## config.mk

```make
export PLATFORM = sky130hd
export DESIGN_NAME = pll_divider_search_flat
export DESIGN_NICKNAME = d
export VERILOG_FILES = /design/src/rtl/pds_pkg.sv /design/src/rtl/pds_ifs.sv /design/src/rtl/pds_mul.sv /design/src/rtl/pds_div.sv /design/src/rtl/pll_divider_search.sv /design/src/flat_wrapper.sv
export SDC_FILE = /design/constraint.sdc
export NUM_CORES = 2
export LEC_CHECK = 0
export BUFFER_PORTS_ARGS = -buffer_cell sky130_fd_sc_hd__buf_2
export CAP_MARGIN = 20
export CORE_ASPECT_RATIO = 1.5
export CORE_MARGIN = 4
export CORE_UTILIZATION = 59
export CTS_CLUSTER_DIAMETER = 200
export DETAILED_ROUTE_END_ITERATION = 16
export PLACE_DENSITY_LB_ADDON = 0.05
export SLEW_MARGIN = 20
export SYNTH_ARGS = -nofsm -noshare
export SYNTH_HDL_FRONTEND = slang
export SYNTH_SLANG_ARGS = --single-unit
```

## constraint.sdc

```tcl
create_clock -name clk_i -period 8.3 [get_ports clk_i]
set_input_delay 0.415 -clock clk_i [delete_from_list [all_inputs] [get_ports clk_i]]
set_output_delay 0.415 -clock clk_i [all_outputs]
set_load 0.01 [all_outputs]
```

## src/rtl/pds_pkg.sv

```systemverilog
// shared constants, widths and status codes for the pll divider search
package pds_pkg;

  // frequency limits in khz
  localparam int unsigned PFD_MIN_KHZ = 10000;
  localparam int unsigned PFD_MAX_KHZ = 133000;
  localparam int unsigned VCO_MIN_KHZ = 533000;
  localparam int unsigned VCO_MAX_KHZ = 1066000;
  localparam int unsigned OUT_MIN_KHZ = 16000;
  localparam int unsigned OUT_MAX_KHZ = 275000;

  // divider ranges
  localparam int unsigned RDIV_MAX        = 15;
  localparam int unsigned FDIV_MAX_SIMPLE = 127;
  localparam int unsigned FDIV_MAX_OTHER  = 63;
  localparam int unsigned QDIV_MIN        = 1;
  localparam int unsigned QDIV_MAX        = 6;

  // field widths
  localparam int unsigned REF_W  = 18;
  localparam int unsigned TGT_W  = 19;
  localparam int unsigned RDIV_W = 4;
  localparam int unsigned FDIV_W = 7;
  localparam int unsigned QDIV_W = 3;
  localparam int unsigned ACH_W  = 20;

  // internal widths
  localparam int unsigned RD_W   = 5;   // reference divide ratio 1..16
  localparam int unsigned NUM_W  = 25;  // ref * (f + 1)
  localparam int unsigned ACC_W  = 25;  // limit * ratio accumulators
  localparam int unsigned TRD_W  = 23;  // target * ratio
  localparam int unsigned VCO_W  = 31;  // num shifted by output exponent
  localparam int unsigned ERR_W  = 30;  // absolute error numerator
  localparam int unsigned DEN_W  = 11;  // error denominator
  localparam int unsigned PROD_W = ERR_W + DEN_W;

  typedef enum logic [1:0] {
    ST_OK        = 2'd0,
    ST_REF_RANGE = 2'd1,
    ST_TGT_RANGE = 2'd2,
    ST_NONE      = 2'd3
  } status_e;

endpackage

```

## src/rtl/pds_ifs.sv

```systemverilog
// valid/ready channel interfaces for request, result and configuration beats
interface pds_in_if import pds_pkg::*; ();
  logic              valid;
  logic              ready;
  logic [REF_W-1:0]  ref_freq_khz;
  logic [TGT_W-1:0]  target_freq_khz;

  modport source (output valid, output ref_freq_khz, output target_freq_khz, input ready);
  modport sink   (input valid, input ref_freq_khz, input target_freq_khz, output ready);
endinterface

interface pds_out_if import pds_pkg::*; ();
  logic              valid;
  logic              ready;
  logic [1:0]        status;
  logic [RDIV_W-1:0] ref_div;
  logic [FDIV_W-1:0] fb_div;
  logic [QDIV_W-1:0] out_div;
  logic [ACH_W-1:0]  achieved_khz;

  modport source (output valid, output status, output ref_div, output fb_div,
                  output out_div, output achieved_khz, input ready);
  modport sink   (input valid, input status, input ref_div, input fb_div,
                  input out_div, input achieved_khz, output ready);
endinterface

interface pds_cfg_if ();
  logic valid;
  logic ready;
  logic simple_path;

  modport source (output valid, output simple_path, input ready);
  modport sink   (input valid, input simple_path, output ready);
endinterface

```

## src/rtl/pds_mul.sv

```systemverilog
// shared registered multiplier for the error cross products
module pds_mul import pds_pkg::*; (
  input  logic              clk_i,
  input  logic [ERR_W-1:0]  a_i,
  input  logic [DEN_W-1:0]  b_i,
  output logic [PROD_W-1:0] prod_o
);

  logic [PROD_W-1:0] prod_q;

  always_ff @(posedge clk_i) begin
    prod_q <= PROD_W'(a_i) * PROD_W'(b_i);
  end

  assign prod_o = prod_q;

endmodule

```

## src/rtl/pds_div.sv

```systemverilog
// restoring divider, one quotient bit per cycle, for the achieved frequency
module pds_div import pds_pkg::*; (
  input  logic             clk_i,
  input  logic             rst_ni,
  input  logic             start_i,
  input  logic [NUM_W-1:0] dividend_i,
  input  logic [RD_W-1:0]  divisor_i,
  output logic             done_o,
  output logic [NUM_W-1:0] quotient_o
);

  localparam int unsigned CNT_W = $clog2(NUM_W);

  logic             busy_q;
  logic             done_q;
  logic [CNT_W-1:0] cnt_q;
  logic [RD_W-1:0]  rem_q;
  logic [NUM_W-1:0] dvd_q;
  logic [NUM_W-1:0] quo_q;
  logic [RD_W-1:0]  dvs_q;
  logic [RD_W:0]    rem_sh;
  logic [RD_W:0]    rem_sub;
  logic             fits;

  always_comb begin
    rem_sh  = {rem_q, dvd_q[NUM_W-1]};
    fits    = rem_sh >= {1'b0, dvs_q};
    rem_sub = rem_sh - {1'b0, dvs_q};
  end

  always_ff @(posedge clk_i or negedge rst_ni) begin
    if (!rst_ni) begin
      busy_q <= 1'b0;
      done_q <= 1'b0;
      cnt_q  <= '0;
    end else begin
      done_q <= 1'b0;
      if (start_i) begin
        busy_q <= 1'b1;
        cnt_q  <= CNT_W'(NUM_W - 1);
      end else if (busy_q) begin
        cnt_q <= cnt_q - CNT_W'(1);
        if (cnt_q == '0) begin
          busy_q <= 1'b0;
          done_q <= 1'b1;
        end
      end
    end
  end

  // datapath
  always_ff @(posedge clk_i) begin
    if (start_i) begin
      rem_q <= '0;
      dvd_q <= dividend_i;
      dvs_q <= divisor_i;
      quo_q <= '0;
    end else if (busy_q) begin
      rem_q <= fits ? rem_sub[RD_W-1:0] : rem_sh[RD_W-1:0];
      dvd_q <= {dvd_q[NUM_W-2:0], 1'b0};
      quo_q <= {quo_q[NUM_W-2:0], fits};
    end
  end

  assign done_o     = done_q;
  assign quotient_o = quo_q;

endmodule

```

## src/rtl/pll_divider_search.sv

```systemverilog
// top level: pll divider search sequencer around a shared multiplier and divider
//
//   channel  modport  beat carries
//   -------  -------  --------------------------------------------------------
//   cfg_i    sink     simple_path (1 = simple path, resets to 1)
//   in_i     sink     ref_freq_khz, target_freq_khz
//   out_o    source   status, ref_div, fb_div, out_div, achieved_khz
//
// one request at a time; in_i.ready is high only while the sequencer is idle
// per request: accept, then skipped divider positions are stepped past in the check
//   state and each candidate in range takes check, two passes through the shared 30x11
//   multiplier and compare; the best is then run through the bit-serial divider before
//   the result beat; out-of-range requests go straight to the result beat
// the result holds on out_o until taken; cfg_i is always ready
// reset puts the sequencer idle and simple_path at 1; no clearing pass
module pll_divider_search import pds_pkg::*; (
  input  logic       clk_i,
  input  logic       rst_ni,
  pds_cfg_if.sink    cfg_i,
  pds_in_if.sink     in_i,
  pds_out_if.source  out_o
);

  typedef enum logic [2:0] {
    S_IDLE,
    S_CHECK,
    S_MUL_A,
    S_MUL_B,
    S_CMP,
    S_DIV_GO,
    S_DIV_WAIT,
    S_OUT
  } state_e;

  typedef enum logic [1:0] {
    ADV_NONE,
    ADV_Q,
    ADV_F,
    ADV_R
  } adv_e;

  state_e             state_q;
  logic               simple_q;

  // request operands
  logic [REF_W-1:0]   ref_q;
  logic [TGT_W-1:0]   tgt_q;

  // loop position
  logic [RDIV_W-1:0]  r_q;
  logic [FDIV_W-1:0]  f_q;
  logic [QDIV_W-1:0]  q_q;

  // running products so no multiply sits in the loop control
  logic [ACC_W-1:0]   pfd_lo_q, pfd_hi_q, vco_lo_q, vco_hi_q;
  logic [TRD_W-1:0]   trd_q;
  logic [NUM_W-1:0]   num_q;

  // current candidate error err_q / den_q
  logic [ERR_W-1:0]   err_q;
  logic [DEN_W-1:0]   den_q;
  logic [PROD_W-1:0]  prod_a_q;

  // best so far
  logic               found_q;
  logic [ERR_W-1:0]   best_num_q;
  logic [DEN_W-1:0]   best_den_q;
  logic [RDIV_W-1:0]  best_r_q;
  logic [FDIV_W-1:0]  best_f_q;
  logic [QDIV_W-1:0]  best_q_q;
  logic [NUM_W-1:0]   best_vnum_q;
  logic [RD_W-1:0]    best_rd_q;

  // result
  status_e            status_q;
  logic [ACH_W-1:0]   achieved_q;

  // combinational
  logic [ACC_W-1:0]   ref_a;
  logic [RD_W-1:0]    rd;
  logic               pfd_ok, vco_s_ok, vco_n_ok;
  logic [VCO_W-1:0]   vco_n;
  logic [ERR_W-1:0]   td_w, td, num_e, err_d;
  logic [DEN_W-1:0]   den_d;
  logic [FDIV_W-1:0]  fmax;
  adv_e               adv;
  logic               q_wrap, f_step, f_wrap, r_step, last;
  logic               take;
  logic               ref_bad, tgt_bad;
  logic [ERR_W-1:0]   mul_a;
  logic [DEN_W-1:0]   mul_b;
  logic [PROD_W-1:0]  mul_p;
  logic               div_start, div_done;
  logic [NUM_W-1:0]   div_quo;
  logic               in_fire;

  assign in_fire = in_i.valid && in_i.ready;

  // request range checks, reference first
  assign ref_bad = (in_i.ref_freq_khz < REF_W'(PFD_MIN_KHZ)) ||
                   (in_i.ref_freq_khz > REF_W'(PFD_MAX_KHZ));
  assign tgt_bad = (in_i.target_freq_khz < TGT_W'(OUT_MIN_KHZ)) ||
                   (in_i.target_freq_khz > TGT_W'(OUT_MAX_KHZ));

  // candidate evaluation
  always_comb begin
    ref_a    = ACC_W'(ref_q);
    rd       = RD_W'(r_q) + RD_W'(1);
    pfd_ok   = (ref_a >= pfd_lo_q) && (ref_a <= pfd_hi_q);
    vco_s_ok = (num_q >= vco_lo_q) && (num_q <= vco_hi_q);
    vco_n    = VCO_W'(num_q) << q_q;
    vco_n_ok = (vco_n >= VCO_W'(vco_lo_q)) && (vco_n <= VCO_W'(vco_hi_q));
    // simple: den = rd << q, non-simple: den = rd
    td_w     = ERR_W'(trd_q);
    td       = simple_q ? (td_w << q_q) : td_w;
    num_e    = ERR_W'(num_q);
    err_d    = (num_e > td) ? (num_e - td) : (td - num_e);
    den_d    = simple_q ? (DEN_W'(rd) << q_q) : DEN_W'(rd);
    fmax     = simple_q ? FDIV_W'(FDIV_MAX_SIMPLE) : FDIV_W'(FDIV_MAX_OTHER);
  end

  // which loop level steps this cycle
  always_comb begin
    adv = ADV_NONE;
    case (state_q)
      S_CHECK: begin
        if (!pfd_ok) begin
          adv = ADV_R;
        end else if (simple_q && !vco_s_ok) begin
          adv = ADV_F;
        end else if (!simple_q && !vco_n_ok) begin
          adv = ADV_Q;
        end
      end
      S_CMP:   adv = ADV_Q;
      default: adv = ADV_NONE;
    endcase
    q_wrap = (adv == ADV_Q) && (q_q == QDIV_W'(QDIV_MAX));
    f_step = (adv == ADV_F) || q_wrap;
    f_wrap = f_step && (f_q == fmax);
    r_step = (adv == ADV_R) || f_wrap;
    last   = r_step && (r_q == RDIV_W'(RDIV_MAX));
  end

  // first candidate always taken, later ones only when strictly better:
  // err * best_den < best_num * den
  assign take = !found_q || (prod_a_q < mul_p);

  // shared multiplier: err * best_den first, then best_num * den
  assign mul_a = (state_q == S_MUL_A) ? err_q      : best_num_q;
  assign mul_b = (state_q == S_MUL_A) ? best_den_q : den_q;

  pds_mul u_mul (
    .clk_i  (clk_i),
    .a_i    (mul_a),
    .b_i    (mul_b),
    .prod_o (mul_p)
  );

  assign div_start = (state_q == S_DIV_GO);

  pds_div u_div (
    .clk_i      (clk_i),
    .rst_ni     (rst_ni),
    .start_i    (div_start),
    .dividend_i (best_vnum_q),
    .divisor_i  (best_rd_q),
    .done_o     (div_done),
    .quotient_o (div_quo)
  );

  // sequencer, control and registered result
  always_ff @(posedge clk_i or negedge rst_ni) begin
    if (!rst_ni) begin
      state_q  <= S_IDLE;
      simple_q <= 1'b1;
      found_q  <= 1'b0;
      r_q      <= '0;
      f_q      <= '0;
      q_q      <= '0;
      best_r_q <= '0;
      best_f_q <= '0;
      best_q_q <= '0;
      status_q <= ST_OK;
    end else begin
      if (cfg_i.valid) begin
        simple_q <= cfg_i.simple_path;
      end

      // loop stepping
      if (adv != ADV_NONE) begin
        q_q   <= ((adv == ADV_Q) && !q_wrap) ? (q_q + QDIV_W'(1)) : QDIV_W'(QDIV_MIN);
        f_q   <= r_step ? '0 : (f_step ? (f_q + FDIV_W'(1)) : f_q);
        num_q <= r_step ? NUM_W'(ref_q) : (f_step ? (num_q + NUM_W'(ref_q)) : num_q);
        if (r_step) begin
          r_q      <= r_q + RDIV_W'(1);
          pfd_lo_q <= pfd_lo_q + ACC_W'(PFD_MIN_KHZ);
          pfd_hi_q <= pfd_hi_q + ACC_W'(PFD_MAX_KHZ);
          vco_lo_q <= vco_lo_q + ACC_W'(VCO_MIN_KHZ);
          vco_hi_q <= vco_hi_q + ACC_W'(VCO_MAX_KHZ);
          trd_q    <= trd_q + TRD_W'(tgt_q);
        end
      end

      case (state_q)
        S_IDLE: begin
          if (in_fire) begin
            ref_q      <= in_i.ref_freq_khz;
            tgt_q      <= in_i.target_freq_khz;
            found_q    <= 1'b0;
            best_r_q   <= '0;
            best_f_q   <= '0;
            best_q_q   <= '0;
            achieved_q <= '0;
            r_q        <= '0;
            f_q        <= '0;
            q_q        <= QDIV_W'(QDIV_MIN);
            num_q      <= NUM_W'(in_i.ref_freq_khz);
            trd_q      <= TRD_W'(in_i.target_freq_khz);
            pfd_lo_q   <= ACC_W'(PFD_MIN_KHZ);
            pfd_hi_q   <= ACC_W'(PFD_MAX_KHZ);
            vco_lo_q   <= ACC_W'(VCO_MIN_KHZ);
            vco_hi_q   <= ACC_W'(VCO_MAX_KHZ);
            if (ref_bad) begin
              status_q <= ST_REF_RANGE;
              state_q  <= S_OUT;
            end else if (tgt_bad) begin
              status_q <= ST_TGT_RANGE;
              state_q  <= S_OUT;
            end else begin
              status_q <= ST_OK;
              state_q  <= S_CHECK;
            end
          end
        end

        S_CHECK: begin
          if (adv == ADV_NONE) begin
            err_q   <= err_d;
            den_q   <= den_d;
            state_q <= S_MUL_A;
          end else if (last) begin
            if (found_q) begin
              state_q <= S_DIV_GO;
            end else begin
              status_q <= ST_NONE;
              state_q  <= S_OUT;
            end
          end
        end

        S_MUL_A: state_q <= S_MUL_B;

        S_MUL_B: begin
          prod_a_q <= mul_p;
          state_q  <= S_CMP;
        end

        S_CMP: begin
          if (take) begin
            found_q     <= 1'b1;
            best_num_q  <= err_q;
            best_den_q  <= den_q;
            best_r_q    <= r_q;
            best_f_q    <= f_q;
            best_q_q    <= q_q;
            // floor(floor(num / 2^q) / rd) == floor(num / (rd << q))
            best_vnum_q <= simple_q ? (num_q >> q_q) : num_q;
            best_rd_q   <= rd;
          end
          if (last) begin
            state_q <= S_DIV_GO;
          end else begin
            state_q <= S_CHECK;
          end
        end

        S_DIV_GO: state_q <= S_DIV_WAIT;

        S_DIV_WAIT: begin
          if (div_done) begin
            achieved_q <= div_quo[ACH_W-1:0];
            status_q   <= ST_OK;
            state_q    <= S_OUT;
          end
        end

        S_OUT: begin
          if (out_o.ready) begin
            state_q <= S_IDLE;
          end
        end

        default: state_q <= S_IDLE;
      endcase
    end
  end

  assign cfg_i.ready        = 1'b1;
  assign in_i.ready         = (state_q == S_IDLE);
  assign out_o.valid        = (state_q == S_OUT);
  assign out_o.status       = status_q;
  assign out_o.ref_div      = best_r_q;
  assign out_o.fb_div       = best_f_q;
  assign out_o.out_div      = best_q_q;
  assign out_o.achieved_khz = achieved_q;

endmodule

```

## src/flat_wrapper.sv

```systemverilog
// flat-port wrapper written by rule: the top's interface ports become plain ports
module pll_divider_search_flat import pds_pkg::*;
  (clk_i, rst_ni, cfg_i_valid, cfg_i_simple_path, cfg_i_ready, in_i_valid, in_i_ref_freq_khz, in_i_target_freq_khz, in_i_ready, out_o_valid, out_o_status, out_o_ref_div, out_o_fb_div, out_o_out_div, out_o_achieved_khz, out_o_ready);
  pds_cfg_if cfg_i_i ();
  pds_in_if in_i_i ();
  pds_out_if out_o_i ();
  input  logic clk_i;
  input  logic rst_ni;
  input wire logic [$bits(cfg_i_i.valid)-1:0] cfg_i_valid;
  input wire logic [$bits(cfg_i_i.simple_path)-1:0] cfg_i_simple_path;
  output wire logic [$bits(cfg_i_i.ready)-1:0] cfg_i_ready;
  input wire logic [$bits(in_i_i.valid)-1:0] in_i_valid;
  input wire logic [$bits(in_i_i.ref_freq_khz)-1:0] in_i_ref_freq_khz;
  input wire logic [$bits(in_i_i.target_freq_khz)-1:0] in_i_target_freq_khz;
  output wire logic [$bits(in_i_i.ready)-1:0] in_i_ready;
  output wire logic [$bits(out_o_i.valid)-1:0] out_o_valid;
  output wire logic [$bits(out_o_i.status)-1:0] out_o_status;
  output wire logic [$bits(out_o_i.ref_div)-1:0] out_o_ref_div;
  output wire logic [$bits(out_o_i.fb_div)-1:0] out_o_fb_div;
  output wire logic [$bits(out_o_i.out_div)-1:0] out_o_out_div;
  output wire logic [$bits(out_o_i.achieved_khz)-1:0] out_o_achieved_khz;
  input wire logic [$bits(out_o_i.ready)-1:0] out_o_ready;
  assign cfg_i_i.valid = cfg_i_valid;
  assign cfg_i_i.simple_path = cfg_i_simple_path;
  assign cfg_i_ready = cfg_i_i.ready;
  assign in_i_i.valid = in_i_valid;
  assign in_i_i.ref_freq_khz = in_i_ref_freq_khz;
  assign in_i_i.target_freq_khz = in_i_target_freq_khz;
  assign in_i_ready = in_i_i.ready;
  assign out_o_valid = out_o_i.valid;
  assign out_o_status = out_o_i.status;
  assign out_o_ref_div = out_o_i.ref_div;
  assign out_o_fb_div = out_o_i.fb_div;
  assign out_o_out_div = out_o_i.out_div;
  assign out_o_achieved_khz = out_o_i.achieved_khz;
  assign out_o_i.ready = out_o_ready;
  pll_divider_search u_core (.clk_i(clk_i), .rst_ni(rst_ni), .cfg_i(cfg_i_i), .in_i(in_i_i), .out_o(out_o_i));
endmodule
```

Word level (Yosys, flattened, before mapping) --
Cells that the tools add are included.
Storage, ports and cells: logic and storage cells 217, output and inout bits 39, input port bits 43, register bits 496
Cells by class: shift-type cells 4, add/subtract/negate cells 14, multipliers 1, equality and inequality tests 21, muxes and demuxes 93, $lt $le $gt $ge 13, reduce and logical (&&, ||, !) cells 36
Operators with widths (number):
- 2-to-1 mux 25 bit | 24
- 2-to-1 mux 23 bit | 4
- 2-to-1 mux 30 bit | 3
- 2-to-1 mux 7 bit | 8
- 2-to-1 mux 3 bit | 14
- < comparator 41 bit | 1
- multiplier 30 x 11 -> 41 bit | 1
- 2-to-1 mux 20 bit | 2
- case mux 20 bit (2 select lines) | 1
- >= comparator 31 x 25 -> 1 bit | 1
- <= comparator 31 x 25 -> 1 bit | 1
- << shifter 25 x 3 -> 31 bit | 1
- greater-than comparator 25 x 30 -> 1 bit | 1
- << shifter 23 x 3 -> 30 bit | 1
- subtractor 25 x 30 -> 30 bit | 1
- subtractor 30 x 25 -> 30 bit | 1
- adder 25 x 14 -> 25 bit (second input constant) | 1
- adder 25 x 18 -> 25 bit | 1
- adder 25 x 18 -> 25 bit (second input constant) | 1
- adder 25 x 20 -> 25 bit (second input constant) | 1
- adder 25 x 21 -> 25 bit (second input constant) | 1
- >= comparator 18 x 25 -> 1 bit | 1
- >= comparator 25 bit | 1
- <= comparator 18 x 25 -> 1 bit | 1
- other kinds (49) | 109

Logic depth before layout (Yosys ltp) --
word-level depth 18, mapped depth 28

Modules after synthesis --
Synthesis repeated with hierarchy kept, for this count alone.
Unflattened totals: cell total of the unflattened synthesis 4469, area total of the unflattened synthesis 42171.7 um^2
By module, submodules not included:
- pll_divider_search | cells each 2961, seq. area each 11207.0 um^2, times used 1, area an instance 28112.0 um^2
- pds_mul | cells each 1293, seq. area each 820.8 um^2, times used 1, area an instance 11274.6 um^2
- pds_div | cells each 215, seq. area each 1676.6 um^2, times used 1, area an instance 2785.2 um^2

Least setup slack after synthesis --
OpenSTA, ideal clock, no wires.
path kind reg2reg, start register u_core.state_q[0], end register u_core.u_mul.prod_q[39], in the netlist u_core.u_mul.prod_o[39], data required time 8.177 ns, data arrival time 7.606 ns, cell stages (with the launch flop) 29, path buffers 4, clock period less this slack 7.729 ns, path slack 0.571 ns, cells stage by stage dfrtp_1 clkbuf_1 nor3b_1 clkbuf_1 clkbuf_1 buf_1 mux2i_1 nor2_1 fa_1 inv_1 fa_1 inv_1 fa_1 fa_1 inv_1 fa_1 inv_1 ha_1 o21a_1 o21ai_0 a211oi_1 o31a_1 a41oi_1 nor2_1 o31ai_1 a211oi_1 a211oi_1 a21oi_1 xor2_1
On the way: cells in the longest elaborated chain, start to end 3, elaborated cells on any way between the ends 4, those cells by class 1 x mul; 1 x eq/ne; 2 x mux
RTL lines:
- start, declared | RTL line pll_divider_search.sv:42 | state_e state_q;
- start signal, assigned | RTL line pll_divider_search.sv:175 | state_q <= S_IDLE;
- start signal, assigned | RTL line pll_divider_search.sv:226 | state_q <= S_OUT;
- start signal, assigned | RTL line pll_divider_search.sv:229 | state_q <= S_OUT;
- == test 3 x 2 -> 1 bit (*) | RTL line pll_divider_search.sv:150, pll_divider_search.sv:151
- 2-to-1 mux 30 bit / 2-to-1 mux 11 bit (equally long branches) | RTL line pll_divider_search.sv:150, pll_divider_search.sv:151
- multiplier 30 x 11 -> 41 bit (*) | RTL line pds_mul.sv:12 | prod_q <= PROD_W'(a_i) * PROD_W'(b_i);
- end signal, assigned | RTL line pds_mul.sv:12
- end, declared | RTL line pds_mul.sv:9 | logic [PROD_W-1:0] prod_q;
Every way passes the cells marked *; elsewhere a longest branch is shown, timed or not. A chain may end at the register's enable or synchronous reset.

Final worst setup path --
start register u_core.state_q[2], end register u_core.u_mul.prod_q[39], in the netlist u_core.u_mul.prod_o[39]
Same word-level chain as after synthesis.

==> impl_metrics.toml <==
[place]
numPortBuffers = 80
place_hpwl_um = 90500
place_congestion = 1.03

[synth]
synth_edf_count = 374
synth.ff_latch_count = 482
syn-mean-instance-area_um2 = 9.43
ys_top_cells_by_area = "edfxtp_1, fa_1, ha_1"
synth.net_count = 4956
synth-main-ff-cell = "edfxtp_1"
ys_seq_area_frac = 0.334
synth_top_area_share = 0.275
synth_top_area_cell = "edfxtp_1"
async_flop_share = 0.0871
netlist_area_um2 = 40800
yosys_warnings = 0
synthCells = 4322
synth.distinct_cells = 84

[cells_and_area]
postLayoutCoreUtil = 0.645
fillers = 5830
syn_to_final_growth_pct = 7.91
nets = 4995
layout_commonest_cell = "inv_1"
drive_above_1_share = 0.0754
layout_common_cells = "inv_1, nand2_1, nor2_1"
diodes = 0

[global_route]
grt_pass1_vias = 32300
gr-total-overflow = 0
grt_use_total = 0.314
grt_start_max_net_pins = 71
grt_pass1_wl_um = 181000
antenna_found_initial = 0

[route]
ant_nets = 0
drc = 0
drt_first_pass_iters = 7
avgRoutedWirePerCell_um = 21.9
drt-initial-drc-count = 2066
vias = 31700
vias_per_cell = 5.98
wl_um = 116000

[clock_tree]
clk_pin_slew_ns = 0.07
clockRootBuffer = "clkbuf_16"
cts_buffer_depth = 3
insertion_delay_ns = 0.64
cts_buffers = 48
cts_tree = "built"
clkSinkCount = 482
h-tree-depth = 2

[critical_path]
crit_type = "register to register"
worst-path-buf-inv = 4
slowest_delay_ns = 0.65
worstPathCellList = "nor3b_2 -> buf_12 -> mux2_2 -> nand2_1 -> fa_1 -> fa_1 -> fa_1 -> inv_1 -> fa_1 -> inv_1 -> fa_1 -> inv_1 -> ha_1 -> o21a_1 -> o21ai_0 -> a211oi_1 -> o31a_1 -> a41oi_1 -> nor2_1 -> o31ai_1 -> a211oi_1 -> a211oi_1 -> a21oi_1 -> xor2_1"
crit_path_max_fanout = 58
critPathLaunchType = "register"
cp_top_family = "adder cells"
crit_arrival_ns = 8.21
critical_path.slowest_cell = "mux2_2"
cp-end-kind = "register"
cp.required_ns = 8.81
worst_path_most_repeated_cell = "fa_1"

[die]
fp.dieW_um = 223
initial_utilization = 0.598
die_area_um2 = 73500
num_rows = 117
die_y_um = 330
coreArea_um2 = 68200
io_pins = 82

[timing]
finalHoldViolations = 0
finalClockSkew_ns = 0.0422
max-slew-margin-rel = 0.315
worst_pin_slew_ns = 1.02
fin_tns_setup_ns = 0
grt_setup_unrepaired = "no"
setup_viol = 0
fin_crit_ns = 7.69
max_freq_mhz = 130
final_max_slew_viol_count = 0
post-route-period-util = 0.927

[outcome]
status = "finished, final reports clean"

[hold_path]
hp-class = "input pin to register"

[run]
drv_cap = 0
-- worst reg2reg max path, stage by stage (launching register included) --
cell	delay [ns]
dfrtp_1	0.40
nor3b_2	0.25
buf_12	0.32
mux2_2	0.72
nand2_1	0.17
fa_1	0.51
fa_1	0.51
fa_1	0.50
inv_1	0.06
fa_1	0.53
inv_1	0.05
fa_1	0.52
inv_1	0.04
ha_1	0.34
o21a_1	0.20
o21ai_0	0.21
a211oi_1	0.15
o31a_1	0.42
a41oi_1	0.35
nor2_1	0.12
o31ai_1	0.39
a211oi_1	0.18
a211oi_1	0.37
a21oi_1	0.13
xor2_1	0.15
-- stage by stage --
stage                     setup WS, ns  instances  hold WS (ns)  area, µm²
after floorplan                  0.571       4322         0.119      40800
after global placement           0.714       5169         0.402      42000
after detailed placement         0.619       5170         0.405      42100
after CTS                        0.566       5292       0.00118      44000
after global routing             0.122       5293        0.0165      44000
final                            0.607       5293        0.0366      44000
-- layout make-up --
class | count | area [µm²] | share of cell area
Tap cell | 892 | 1120 | 0.0254
Inverter | 498 | 1870 | 0.0425
Sequential cell | 482 | 13600 | 0.310
Clock inverter | 20 | 226 | 0.00515
Multi-Input combinational cell | 3160 | 24600 | 0.559
Clock buffer | 70 | 1360 | 0.0310
Timing Repair Buffer | 171 | 1190 | 0.0272
-- logic make-up after synthesis --
logic type	count (synthesis)	synth area share
and+or+nand+nor	1360	0.148
AOI/OAI and AO/OA	839	0.130
xor gates and xnor gates	153	0.0329
DFF	482	0.334
buffers and inverters	680	0.0645
other	1	0.0000920
muxes	216	0.0621
adders and majority gates	591	0.229
-- per-layer routing --
layer / GRT usage / up-vias / share of wire
li1: - / 15000 / -
met4: 0.218 / 0 / 0.087
met5: 0 / - / 0
met3: 0.0378 / 366 / 0.047
met1: 0.351 / 15300 / 0.37
met2: 0.558 / 957 / 0.50
-- repair_timing --
item,CTS,global route
hold endpoints to repair,60,0
hold buffers,32,0
setup buffers,0,0
setup endpoints to repair,0,0
resized for setup,0,0
-- Yosys cell counts (28+ instances only) --
library cell / count
clkbuf_1: 127
nor3_1: 73
fa_1: 256
o21ai_0: 162
inv_1: 497
and2_1: 37
nand4_1: 59
o211ai_1: 34
nor2b_1: 31
nand3_1: 79
xor2_1: 38
edfxtp_1: 374
a21o_1: 94
mux2_2: 57
o21a_1: 29
ha_1: 335
nand2b_1: 28
o21bai_1: 28
nand2_1: 494
mux2i_1: 135
nor2_1: 445
a21oi_1: 264
dfxtp_1: 66
a211oi_1: 35
dfrtp_1: 41
xnor2_1: 115
and3_1: 39
-- flip-flops by register name (all words and copies together), names as in the netlist, 18 cells and up --
| register | count |
|---|---|
| u_core.best_num_q | 30 |
| u_core.best_vnum_q | 25 |
| u_core.err_q | 30 |
| u_core.num_q | 25 |
| u_core.out_o.achieved_khz | 20 |
| u_core.pfd_hi_q | 22 |
| u_core.pfd_lo_q | 21 |
| u_core.prod_a_q | 41 |
| u_core.ref_q | 18 |
| u_core.tgt_q | 19 |
| u_core.trd_q | 23 |
| u_core.u_div.dvd_q | 25 |
| u_core.u_div.quotient_o | 20 |
| u_core.u_mul.prod_o | 41 |
| u_core.vco_hi_q | 21 |
| u_core.vco_lo_q | 22 |
-- final timing paths --
kind                                       startpoint                       to  slack [ns]  cells past startpoint
worst min register to register    u_core.best_rd_q[1]    u_core.u_div.dvs_q[1]        0.42                      0
worst max register to register      u_core.state_q[2]  u_core.u_mul.prod_o[39]        0.61                     24
worst min-delay path            in_i_ref_freq_khz[12]         u_core.ref_q[12]        0.04                      1
min in group asynchronous                      rst_ni  u_core.out_o.ref_div[1]        0.41                      2
worst max-delay path                u_core.state_q[2]  u_core.u_mul.prod_o[39]        0.61                     24
max in group asynchronous                      rst_ni            u_core.f_q[6]        6.72                      3
Power is not shown: default switching activity piles up to over one toggle a cycle in this logic, so the estimate is an artifact.
